File: src/rtl/rcat_pkg.sv
// Shared types and constants for the reference-count aging key table.
`default_nettype none

package rcat_pkg;

	// Fixed field widths of the stream and configuration ports.
	localparam int KEY_W     = 32;
	localparam int MARK_W    = 7;
	localparam int CNT_OUT_W = 7;
	localparam int STATUS_W  = 3;
	localparam int CFG_IDX_W = 1;
	localparam int OUT_TDATA_W = 16;

	// Reset values of the watermark registers.
	localparam logic [MARK_W-1:0] HIGH_MARK_RST = 7'd64;
	localparam logic [MARK_W-1:0] LOW_MARK_RST  = 7'd32;

	// Operation codes carried on the input side.
	localparam logic OP_REF   = 1'b0;
	localparam logic OP_CLEAN = 1'b1;

	// Configuration register indexes.
	typedef enum logic [CFG_IDX_W-1:0] {
		CFG_HIGH_MARK = 1'b0,
		CFG_LOW_MARK  = 1'b1
	} rcat_cfg_idx_t;

	// Result status codes.
	typedef enum logic [STATUS_W-1:0] {
		RES_INSERTED = 3'd0,
		RES_HIT      = 3'd1,
		RES_REJECTED = 3'd2,
		RES_CLEANED  = 3'd3,
		RES_SKIPPED  = 3'd4
	} rcat_status_t;

	// Commands from the controller to the datapath.
	typedef struct packed {
		logic clear;
		logic load;
		logic scan;
		logic finish;
	} rcat_cmd_t;

	// Status from the datapath to the controller.
	typedef struct packed {
		logic clr_last;
		logic hit;
		logic scan_end;
		logic skip;
	} rcat_sts_t;

endpackage

`default_nettype wire

File: src/rtl/rcat_ctrl.sv
// Controller state machine that sequences clearing, scanning and result hand-off.
`default_nettype none

module rcat_ctrl (
	input  wire logic              clk,
	input  wire logic              arst_n,
	input  wire logic              in_valid,
	input  wire logic              out_free,
	input  wire rcat_pkg::rcat_sts_t sts,
	output rcat_pkg::rcat_cmd_t    cmd,
	output logic                   in_ready
);
	import rcat_pkg::*;

	typedef enum logic [3:0] {
		S_CLEAR  = 4'b0001,
		S_IDLE   = 4'b0010,
		S_SCAN   = 4'b0100,
		S_FINISH = 4'b1000
	} state_t;

	state_t state_q;
	state_t state_nxt;

	// Next-state logic.
	always_comb begin
		state_nxt = state_q;
		case (state_q)
			S_CLEAR: begin
				if (sts.clr_last) state_nxt = S_IDLE;
			end
			S_IDLE: begin
				if (in_valid) state_nxt = S_SCAN;
			end
			S_SCAN: begin
				if (sts.hit || sts.scan_end || sts.skip) state_nxt = S_FINISH;
			end
			S_FINISH: begin
				if (out_free) state_nxt = S_IDLE;
			end
			default: begin
				state_nxt = S_CLEAR;
			end
		endcase
	end

	// State register; reset starts the clearing pass.
	always_ff @(posedge clk or negedge arst_n) begin
		if (!arst_n) begin
			state_q <= S_CLEAR;
		end else begin
			state_q <= state_nxt;
		end
	end

	// Commands decoded from the state.
	assign in_ready   = (state_q == S_IDLE);
	assign cmd.clear  = (state_q == S_CLEAR);
	assign cmd.load   = (state_q == S_IDLE) && in_valid;
	assign cmd.scan   = (state_q == S_SCAN);
	assign cmd.finish = (state_q == S_FINISH) && out_free;

	// A scan that ends always lands in the finish state.
	a_scan_to_finish: assert property (@(posedge clk) disable iff (!arst_n)
		(cmd.scan && (sts.hit || sts.scan_end)) |=> (state_q == S_FINISH))
		else $error("scan end did not move to finish");

	// An accepted item is followed by a cycle without acceptance.
	a_one_at_a_time: assert property (@(posedge clk) disable iff (!arst_n)
		cmd.load |=> !in_ready)
		else $error("second item accepted while busy");

	// Clearing is only ever left for idle.
	a_clear_exit: assert property (@(posedge clk) disable iff (!arst_n)
		(cmd.clear && sts.clr_last) |=> (state_q == S_IDLE))
		else $error("clearing pass exited incorrectly");

endmodule

`default_nettype wire

File: src/rtl/rcat_datapath.sv
// Datapath with the entry memory, scan address, counters and result formation.
`default_nettype none

module rcat_datapath #(
	parameter int CAPACITY = 64,
	parameter int REF_BITS = 16
) (
	input  wire logic                                clk,
	input  wire logic                                arst_n,
	input  wire rcat_pkg::rcat_cmd_t                 cmd,
	output rcat_pkg::rcat_sts_t                      sts,
	input  wire logic                                in_opcode,
	input  wire logic [rcat_pkg::KEY_W-1:0]          in_key,
	input  wire logic                                in_check,
	input  wire logic [rcat_pkg::MARK_W-1:0]         high_mark,
	input  wire logic [rcat_pkg::MARK_W-1:0]         low_mark,
	output rcat_pkg::rcat_status_t                   res_status,
	output logic [rcat_pkg::CNT_OUT_W-1:0]           res_count,
	output logic [rcat_pkg::CNT_OUT_W-1:0]           res_evicted
);
	import rcat_pkg::*;

	localparam int AW = (CAPACITY > 1) ? $clog2(CAPACITY) : 1;
	localparam int CW = $clog2(CAPACITY + 1);
	localparam int MW = (CW > MARK_W) ? CW : MARK_W;
	localparam int WW = 1 + REF_BITS + KEY_W;
	localparam logic [AW-1:0] LAST_ADDR = AW'(CAPACITY - 1);

	// Entry word: valid on top, then the counter, then the key.
	logic [WW-1:0] mem [CAPACITY];

	logic [AW-1:0]       addr_q;
	logic [AW-1:0]       idx_s1;
	logic [AW-1:0]       free_q;
	logic [WW-1:0]       rd_data_s1;
	logic                rd_vld_s1;
	logic                issued_q;
	logic                op_q;
	logic                skip_q;
	logic                hit_q;
	logic                free_fnd_q;
	logic [KEY_W-1:0]    key_q;
	logic [CW-1:0]       count_q;
	logic [CW-1:0]       evict_q;

	logic                e_valid;
	logic [REF_BITS-1:0] e_refs;
	logic [KEY_W-1:0]    e_key;
	logic [REF_BITS-1:0] refs_inc;
	logic                proc;
	logic                hit_now;
	logic                evict_now;
	logic                free_now;
	logic                rd_en;
	logic                ins_ok;
	logic                wr_en;
	logic [AW-1:0]       wr_addr;
	logic [WW-1:0]       wr_data;
	logic [CW-1:0]       count_new;

	// Fields of the entry read in the previous cycle.
	assign e_valid  = rd_data_s1[WW-1];
	assign e_refs   = rd_data_s1[KEY_W +: REF_BITS];
	assign e_key    = rd_data_s1[KEY_W-1:0];
	assign refs_inc = (e_refs == {REF_BITS{1'b1}}) ? e_refs : e_refs + REF_BITS'(1);

	// Scan qualifiers.
	assign rd_en     = cmd.scan && !issued_q && !skip_q;
	assign proc      = cmd.scan && rd_vld_s1 && !skip_q;
	assign hit_now   = proc && (op_q == OP_REF) && e_valid && (e_key == key_q);
	assign free_now  = proc && (op_q == OP_REF) && !e_valid && !free_fnd_q;
	assign evict_now = proc && (op_q == OP_CLEAN) && e_valid && (e_refs <= REF_BITS'(1));
	assign ins_ok    = (op_q == OP_REF) && !skip_q && !hit_q && free_fnd_q &&
	                   (MW'(count_q) < MW'(high_mark));

	// Single write port: clearing pass, scan write-back, or insert.
	always_comb begin
		wr_en   = 1'b0;
		wr_addr = addr_q;
		wr_data = '0;
		if (cmd.clear) begin
			wr_en = 1'b1;
		end else if (proc) begin
			wr_addr = idx_s1;
			if (op_q == OP_REF) begin
				if (hit_now) begin
					wr_en   = 1'b1;
					wr_data = {1'b1, refs_inc, e_key};
				end
			end else if (e_valid) begin
				wr_en = 1'b1;
				if (!evict_now) begin
					wr_data = {1'b1, e_refs - REF_BITS'(1), e_key};
				end
			end
		end else if (cmd.finish && ins_ok) begin
			wr_en   = 1'b1;
			wr_addr = free_q;
			wr_data = {1'b1, REF_BITS'(1), key_q};
		end
	end

	// Entry memory with registered read data.
	always_ff @(posedge clk) begin
		if (wr_en) begin
			mem[wr_addr] <= wr_data;
		end
		if (rd_en) begin
			rd_data_s1 <= mem[addr_q];
		end
	end

	// Result of the current item.
	always_comb begin
		if (skip_q) begin
			res_status = RES_SKIPPED;
			count_new  = count_q;
		end else if (op_q == OP_CLEAN) begin
			res_status = RES_CLEANED;
			count_new  = count_q - evict_q;
		end else if (hit_q) begin
			res_status = RES_HIT;
			count_new  = count_q;
		end else if (ins_ok) begin
			res_status = RES_INSERTED;
			count_new  = count_q + CW'(1);
		end else begin
			res_status = RES_REJECTED;
			count_new  = count_q;
		end
	end

	assign res_count   = CNT_OUT_W'(count_new);
	assign res_evicted = CNT_OUT_W'(evict_q);

	// Control registers of the scan.
	always_ff @(posedge clk or negedge arst_n) begin
		if (!arst_n) begin
			addr_q     <= '0;
			issued_q   <= 1'b0;
			rd_vld_s1  <= 1'b0;
			op_q       <= OP_REF;
			skip_q     <= 1'b0;
			hit_q      <= 1'b0;
			free_fnd_q <= 1'b0;
			evict_q    <= '0;
			count_q    <= '0;
		end else begin
			if (cmd.clear) begin
				addr_q <= (addr_q == LAST_ADDR) ? '0 : addr_q + AW'(1);
			end
			if (cmd.load) begin
				addr_q     <= '0;
				issued_q   <= 1'b0;
				rd_vld_s1  <= 1'b0;
				op_q       <= in_opcode;
				skip_q     <= (in_opcode == OP_CLEAN) && in_check &&
				              (MW'(count_q) <= MW'(low_mark));
				hit_q      <= 1'b0;
				free_fnd_q <= 1'b0;
				evict_q    <= '0;
			end
			if (cmd.scan) begin
				rd_vld_s1 <= rd_en;
				if (rd_en) begin
					addr_q <= (addr_q == LAST_ADDR) ? '0 : addr_q + AW'(1);
					if (addr_q == LAST_ADDR) issued_q <= 1'b1;
				end
				if (hit_now) hit_q <= 1'b1;
				if (free_now) free_fnd_q <= 1'b1;
				if (evict_now) evict_q <= evict_q + CW'(1);
			end
			if (cmd.finish) begin
				count_q <= count_new;
			end
		end
	end

	// Payload registers of the scan.
	always_ff @(posedge clk) begin
		if (cmd.load) key_q <= in_key;
		if (rd_en) idx_s1 <= addr_q;
		if (free_now) free_q <= idx_s1;
	end

	assign sts.clr_last = (addr_q == LAST_ADDR);
	assign sts.hit      = hit_now;
	assign sts.scan_end = proc && (idx_s1 == LAST_ADDR);
	assign sts.skip     = skip_q;

	// Evictions cannot outnumber the valid entries.
	a_evict_bound: assert property (@(posedge clk) disable iff (!arst_n)
		cmd.scan |-> (evict_q <= count_q))
		else $error("eviction count exceeds entry count");

	// An insert only happens with room left in the table.
	a_insert_room: assert property (@(posedge clk) disable iff (!arst_n)
		(cmd.finish && ins_ok) |-> (count_q < CW'(CAPACITY)))
		else $error("insert into a full table");

	// A hit ends the reference scan, so no second hit follows.
	a_single_hit: assert property (@(posedge clk) disable iff (!arst_n)
		hit_now |=> !hit_now)
		else $error("two hits in one scan");

endmodule

`default_nettype wire

File: src/rtl/refcount_aging_key_table.sv
// Top level of the reference-count aging key table.
//
// Usage: items enter on the s_ stream (s_tdata = lookup key, s_tuser = opcode and
// check flag); each item yields exactly one result beat on the m_ stream (m_tuser =
// status, m_tdata = entry count and evicted count). The cfg_ channel writes the high
// and low marks; cfg_ready is always high and writes are meant for idle periods.
// One item is worked on at a time. A reference scans the entry memory one entry a
// cycle until it hits or reaches the last entry; a clean always walks all CAPACITY
// entries, and a skipped clean reads none. The walk is set by the single read port
// of the entry memory. After reset the block runs a clearing pass over all CAPACITY
// entries with s_tready low. The result sits in an output register: the next item
// is accepted while it waits, and only the hand-off of the following result waits
// for m_tready.
`default_nettype none

module refcount_aging_key_table #(
	parameter int CAPACITY = 64,
	parameter int REF_BITS = 16
) (
	input  wire logic                                 clk,
	input  wire logic                                 arst_n,
	// Input stream.
	input  wire logic                                 s_tvalid,
	output logic                                      s_tready,
	input  wire logic [rcat_pkg::KEY_W-1:0]           s_tdata,  // [31:0] lookup_key
	input  wire logic [1:0]                           s_tuser,  // [0] opcode, [1] check_low
	// Result stream.
	output logic                                      m_tvalid,
	input  wire logic                                 m_tready,
	output logic [rcat_pkg::OUT_TDATA_W-1:0]          m_tdata,  // [6:0] entry_count,
	                                                            // [13:7] evicted, [15:14] 0
	output logic [rcat_pkg::STATUS_W-1:0]             m_tuser,  // [2:0] status
	// Configuration writes.
	input  wire logic                                 cfg_valid,
	output logic                                      cfg_ready,
	input  wire logic [rcat_pkg::CFG_IDX_W-1:0]       cfg_index,
	input  wire logic [rcat_pkg::MARK_W-1:0]          cfg_data
);
	import rcat_pkg::*;

	rcat_cmd_t              cmd;
	rcat_sts_t              sts;
	rcat_status_t           res_status;
	logic [CNT_OUT_W-1:0]   res_count;
	logic [CNT_OUT_W-1:0]   res_evicted;
	logic [MARK_W-1:0]      high_mark_q;
	logic [MARK_W-1:0]      low_mark_q;
	logic                   m_tvalid_q;
	logic [OUT_TDATA_W-1:0] m_tdata_q;
	logic [STATUS_W-1:0]    m_tuser_q;
	logic                   out_free;

	// Configuration registers.
	assign cfg_ready = 1'b1;

	always_ff @(posedge clk or negedge arst_n) begin
		if (!arst_n) begin
			high_mark_q <= HIGH_MARK_RST;
			low_mark_q  <= LOW_MARK_RST;
		end else if (cfg_valid) begin
			case (cfg_index)
				CFG_HIGH_MARK: high_mark_q <= cfg_data;
				CFG_LOW_MARK:  low_mark_q  <= cfg_data;
				default: begin
				end
			endcase
		end
	end

	rcat_ctrl u_ctrl (
		.clk      (clk),
		.arst_n   (arst_n),
		.in_valid (s_tvalid),
		.out_free (out_free),
		.sts      (sts),
		.cmd      (cmd),
		.in_ready (s_tready)
	);

	rcat_datapath #(
		.CAPACITY (CAPACITY),
		.REF_BITS (REF_BITS)
	) u_datapath (
		.clk         (clk),
		.arst_n      (arst_n),
		.cmd         (cmd),
		.sts         (sts),
		.in_opcode   (s_tuser[0]),
		.in_key      (s_tdata),
		.in_check    (s_tuser[1]),
		.high_mark   (high_mark_q),
		.low_mark    (low_mark_q),
		.res_status  (res_status),
		.res_count   (res_count),
		.res_evicted (res_evicted)
	);

	// Output register: free when empty or its beat is taken this cycle.
	assign out_free = !m_tvalid_q || m_tready;

	always_ff @(posedge clk or negedge arst_n) begin
		if (!arst_n) begin
			m_tvalid_q <= 1'b0;
		end else if (cmd.finish) begin
			m_tvalid_q <= 1'b1;
		end else if (m_tready) begin
			m_tvalid_q <= 1'b0;
		end
	end

	always_ff @(posedge clk) begin
		if (cmd.finish) begin
			m_tuser_q <= res_status;
			m_tdata_q <= {2'b00, res_evicted, res_count};
		end
	end

	assign m_tvalid = m_tvalid_q;
	assign m_tdata  = m_tdata_q;
	assign m_tuser  = m_tuser_q;

	// A result is never loaded over a beat that is still waiting.
	a_no_overwrite: assert property (@(posedge clk) disable iff (!arst_n)
		cmd.finish |-> (!m_tvalid_q || m_tready))
		else $error("result overwrote a pending beat");

	// Each loaded result shows up as a valid beat.
	a_result_shown: assert property (@(posedge clk) disable iff (!arst_n)
		cmd.finish |=> m_tvalid)
		else $error("loaded result not presented");

	// No item is accepted in the cycle right after another.
	a_accept_gap: assert property (@(posedge clk) disable iff (!arst_n)
		(s_tvalid && s_tready) |=> !s_tready)
		else $error("back-to-back accept");

endmodule

`default_nettype wire

File: config.mk
export PLATFORM = sky130hd
export DESIGN_NAME = refcount_aging_key_table
export DESIGN_NICKNAME = d
export VERILOG_FILES = /design/src/rtl/rcat_pkg.sv /design/src/rtl/rcat_ctrl.sv /design/src/rtl/rcat_datapath.sv /design/src/rtl/refcount_aging_key_table.sv
export SDC_FILE = /design/constraint.sdc
export NUM_CORES = 2
export LEC_CHECK = 0
export ABC_AREA = 0
export BUFFER_PORTS_ARGS = -buffer_cell sky130_fd_sc_hd__buf_4
export CORE_MARGIN = 8
export CORE_UTILIZATION = 35
export CTS_BUF_LIST = sky130_fd_sc_hd__clkbuf_16
export CTS_CLUSTER_DIAMETER = 100
export DETAILED_ROUTE_END_ITERATION = 10
export PLACE_DENSITY = 0.53
export SYNTH_ARGS = -nofsm -noshare
export SYNTH_HDL_FRONTEND = slang
export SYNTH_HIERARCHICAL = 1
export SYNTH_SLANG_ARGS = --single-unit
File: constraint.sdc
create_clock -name clk -period 6.2 [get_ports clk]
set_input_delay 1.24 -clock clk [delete_from_list [all_inputs] [get_ports clk]]
set_output_delay 1.24 -clock clk [all_outputs]
set_load 0.05 [all_outputs]
==> reports/results.ini <==
[power]
p_total_mw=62.5
ir_drop_v=0.000344
power_density_nw_per_um2=421
p_leak_nw=50.2

[cts]
insertion_delay_ns=0.95
holdBufCountCts=0
cts_resized=0
cts_tree=built
cts.sinks=3291
cts-htree-levels=5
numCtsBuffers=347
cts-root-buf=clkbuf_16
post_cts_buffers=0
clock_path_buffers=4
clk_pin_slew_ns=0.06

[sta]
worstMarginPinSlew_ns=1.25
finalHoldViolCount=0
slew_headroom_pct=16.9
fmax_ghz=0.210
drv_slew=0
fin_tns_setup_ns=0
setup_violations=0
rsz0062_at_grt=false
clock-skew-final_ns=0.0573
final.min_clock_period_ns=4.77
fin_crit_sh_pct=76.9

[synth]
async_flop_share_pct=1.37
yosys-top-cells-count=3,246 x edfxtp_1, 731 x mux4_2, 266 x mux2i_1
synth_seq_cells=3291
synth_top_cell_by_area=edfxtp_1
synth_top_area_share_pct=76.5
synth_ff_type=edfxtp_1
synth_cell_types=79
synth-edff-count=3246
syn_area_um2=127000
synthTopCellsByArea=edfxtp_1 76%, mux4_2 13%, mux2i_1 2.1%, dfrtp_1 0.82%, o221ai_1 0.79%
synthesis.instances=5932
syn_area_per_cell_um2=21.5
yosysSeqAreaShare_pct=77.3
yosysMostFrequentCell=edfxtp_1
yosysWarnings=6

[worst_setup_path]
reg2reg_from=u_ctrl/state_q[3]
crit_path_start=u_ctrl/state_q[3]
reg2reg_depth=9
crit_end=u_datapath/mem[35][6]
worstSetupPathType=flop to flop
cp.required_ns=6.81
r2r_slack_ns=1.43
path_max_fanout=36
timing.rr.end=u_datapath/mem[35][6]
crit_arrival_ns=5.38
start_kind=flop
endpoint_kind=flop

[die]
num_rows=221
die_area_um2=384000
die-height_um=620
coreArea_um2=363000
die_w_um=620
io_pins=69
start_util_pct=35.2

[layout]
fin_nets=6369
syn2layout_area_growth_pct=16.4
fin_area_um2=148000
drive_gt1_share_pct=27.1

[flow_run]
max_cap_violations=0

[route]
wirelength_um=364000
vias_per_cell=5.60
drtAntennaViolNets=0
detail_route.first_pass.iterations=5
dr_total_vias=63700
routedWlPerCell_um=32.0
drc=0
drt_iter0_markers=7684

[global_routing]
antenna_found_initial=15
grt_usage_pct=18.6
grt_max_degree=114
grt_overflow=0
grt_pass1_vias=64600
grt_pass1_wl_um=509000

[place]
hpwl_um=208000
gp_congestion=0.809
port_buffers=65
place_area_um2=137000

[min_path]
hold_class=input pin to asynchronous set/reset pin

[outcome]
status=finished clean

-- metal layers --
metal	GRT usage, %	vias up	wire, um
li1	-	25900	-
met2	29.8	2584	172000
met3	3.65	486	30000
met4	5.09	0	10000
met5	0	-	0
met1	25.9	34700	152000
-- how the worst min path moves through the flow --
stage,endpoint,slack (ns),depth (start not counted)
after detailed placement,u_datapath/free_q[1],0.48,0
final,high_mark_q[2],0.38,1
after global routing,high_mark_q[2],0.38,1
after CTS,high_mark_q[2],0.33,1
after global placement,u_datapath/free_q[1],0.48,0
after floorplan,u_datapath/idx_s1[2],0.42,0
-- cell usage in the layout, fill, tap and decap left out, drive strengths merged, types with 6 or more instances in the layout --
master,Yosys,layout
a211oi,35,35
a21o,7,7
a21oi,140,140
a221oi,7,7
a22oi,34,34
and3,7,7
buf,158,350
bufinv,0,40
clkbuf,178,355
clkinv,2,154
clkinvlp,0,11
dfrtp,42,42
diode,0,10
edfxtp,3246,3246
ha,25,25
inv,38,114
mux2,33,33
mux2i,266,266
mux4,731,731
nand2,141,141
nand2b,9,9
nand3,36,36
nand4,30,30
nor2,138,138
nor2b,10,10
nor3,92,92
nor4,14,14
o21ai,69,69
o221a,23,23
o221ai,121,121
o22ai,160,160
o31ai,6,6
or3,21,21
or4,11,11
xnor2,11,11
xor2,39,39
-- registers in the layout, summed over array words and instances, names as in the netlist --
name                    flops
high_mark_q                 7
u_datapath/key_q           32
u_datapath/idx_s1           6
low_mark_q                  7
u_datapath/free_fnd_q       1
u_ctrl/state_q              4
u_datapath/addr_q           6
m_tuser                     3
u_datapath/count_q          7
u_datapath/skip_q           1
u_datapath/rd_data_s1      49
u_datapath/res_evicted      7
u_datapath/hit_q            1
m_tdata                    14
u_datapath/rd_vld_s1        1
m_tvalid                    1
u_datapath/op_q             1
u_datapath/free_q           6
u_datapath/issued_q         1
u_datapath/mem           3136
-- worst max-delay path, cell delays in order, from the launching register on --
cell and delay (ns):
dfrtp_1 0.49, nand2b_1 0.23, nor3_1 0.34, and3b_2 0.41, buf_4 0.50, or4_4 0.39
o221a_2 0.59, nand4_1 0.52, nor2_4 0.70, buf_12 0.25
-- cells by family after synthesis --
group                      synth area share (%)
and+or+nand+nor                            1.96
buffers and inverters                      1.28
muxes                                      15.3
adders and majority gates                 0.261
xor gates and xnor gates                  0.343
other                                   0.00589
DFF                                        77.3
AOI/OAI and AO/OA                          3.49
-- per-stage QoR --
| step | setup slack (ns) | instances | util [%] | hold WS, ns |
|---|---|---|---|---|
| 4_1_cts | 1.52 | 11400 | 40.9 | 0.327 |
| 5_1_grt | 1.25 | 11400 | 40.9 | 0.377 |
| 3_5_place_dp | 1.13 | 10700 | 37.8 | 0.479 |
| 2_1_floorplan | -0.881 | 5933 | - | 0.423 |
| 6_report | 1.43 | 11400 | 41.0 | 0.383 |
| 3_3_place_gp | 1.06 | 10700 | 37.8 | 0.478 |
-- layout make-up --
cell class	instances	area [um^2]
Antenna cell	10	25.0
Clock buffer	355	8880
Clock inverter	279	2470
Fill cell	31400	214000
Inverter	40	159
Multi-Input combinational cell	2266	28400
Sequential cell	3291	98600
Tap cell	4794	6000
Timing Repair Buffer	350	3920
-- report_power, final --
part / internal, mW / switching [mW] / total, mW
combinational: 5.59 / 10.0 / 15.6
clock: 12.1 / 8.71 / 20.8
sequential: 25.5 / 0.503 / 26.0
No activity file was read; power rests on OpenSTA's default activity.
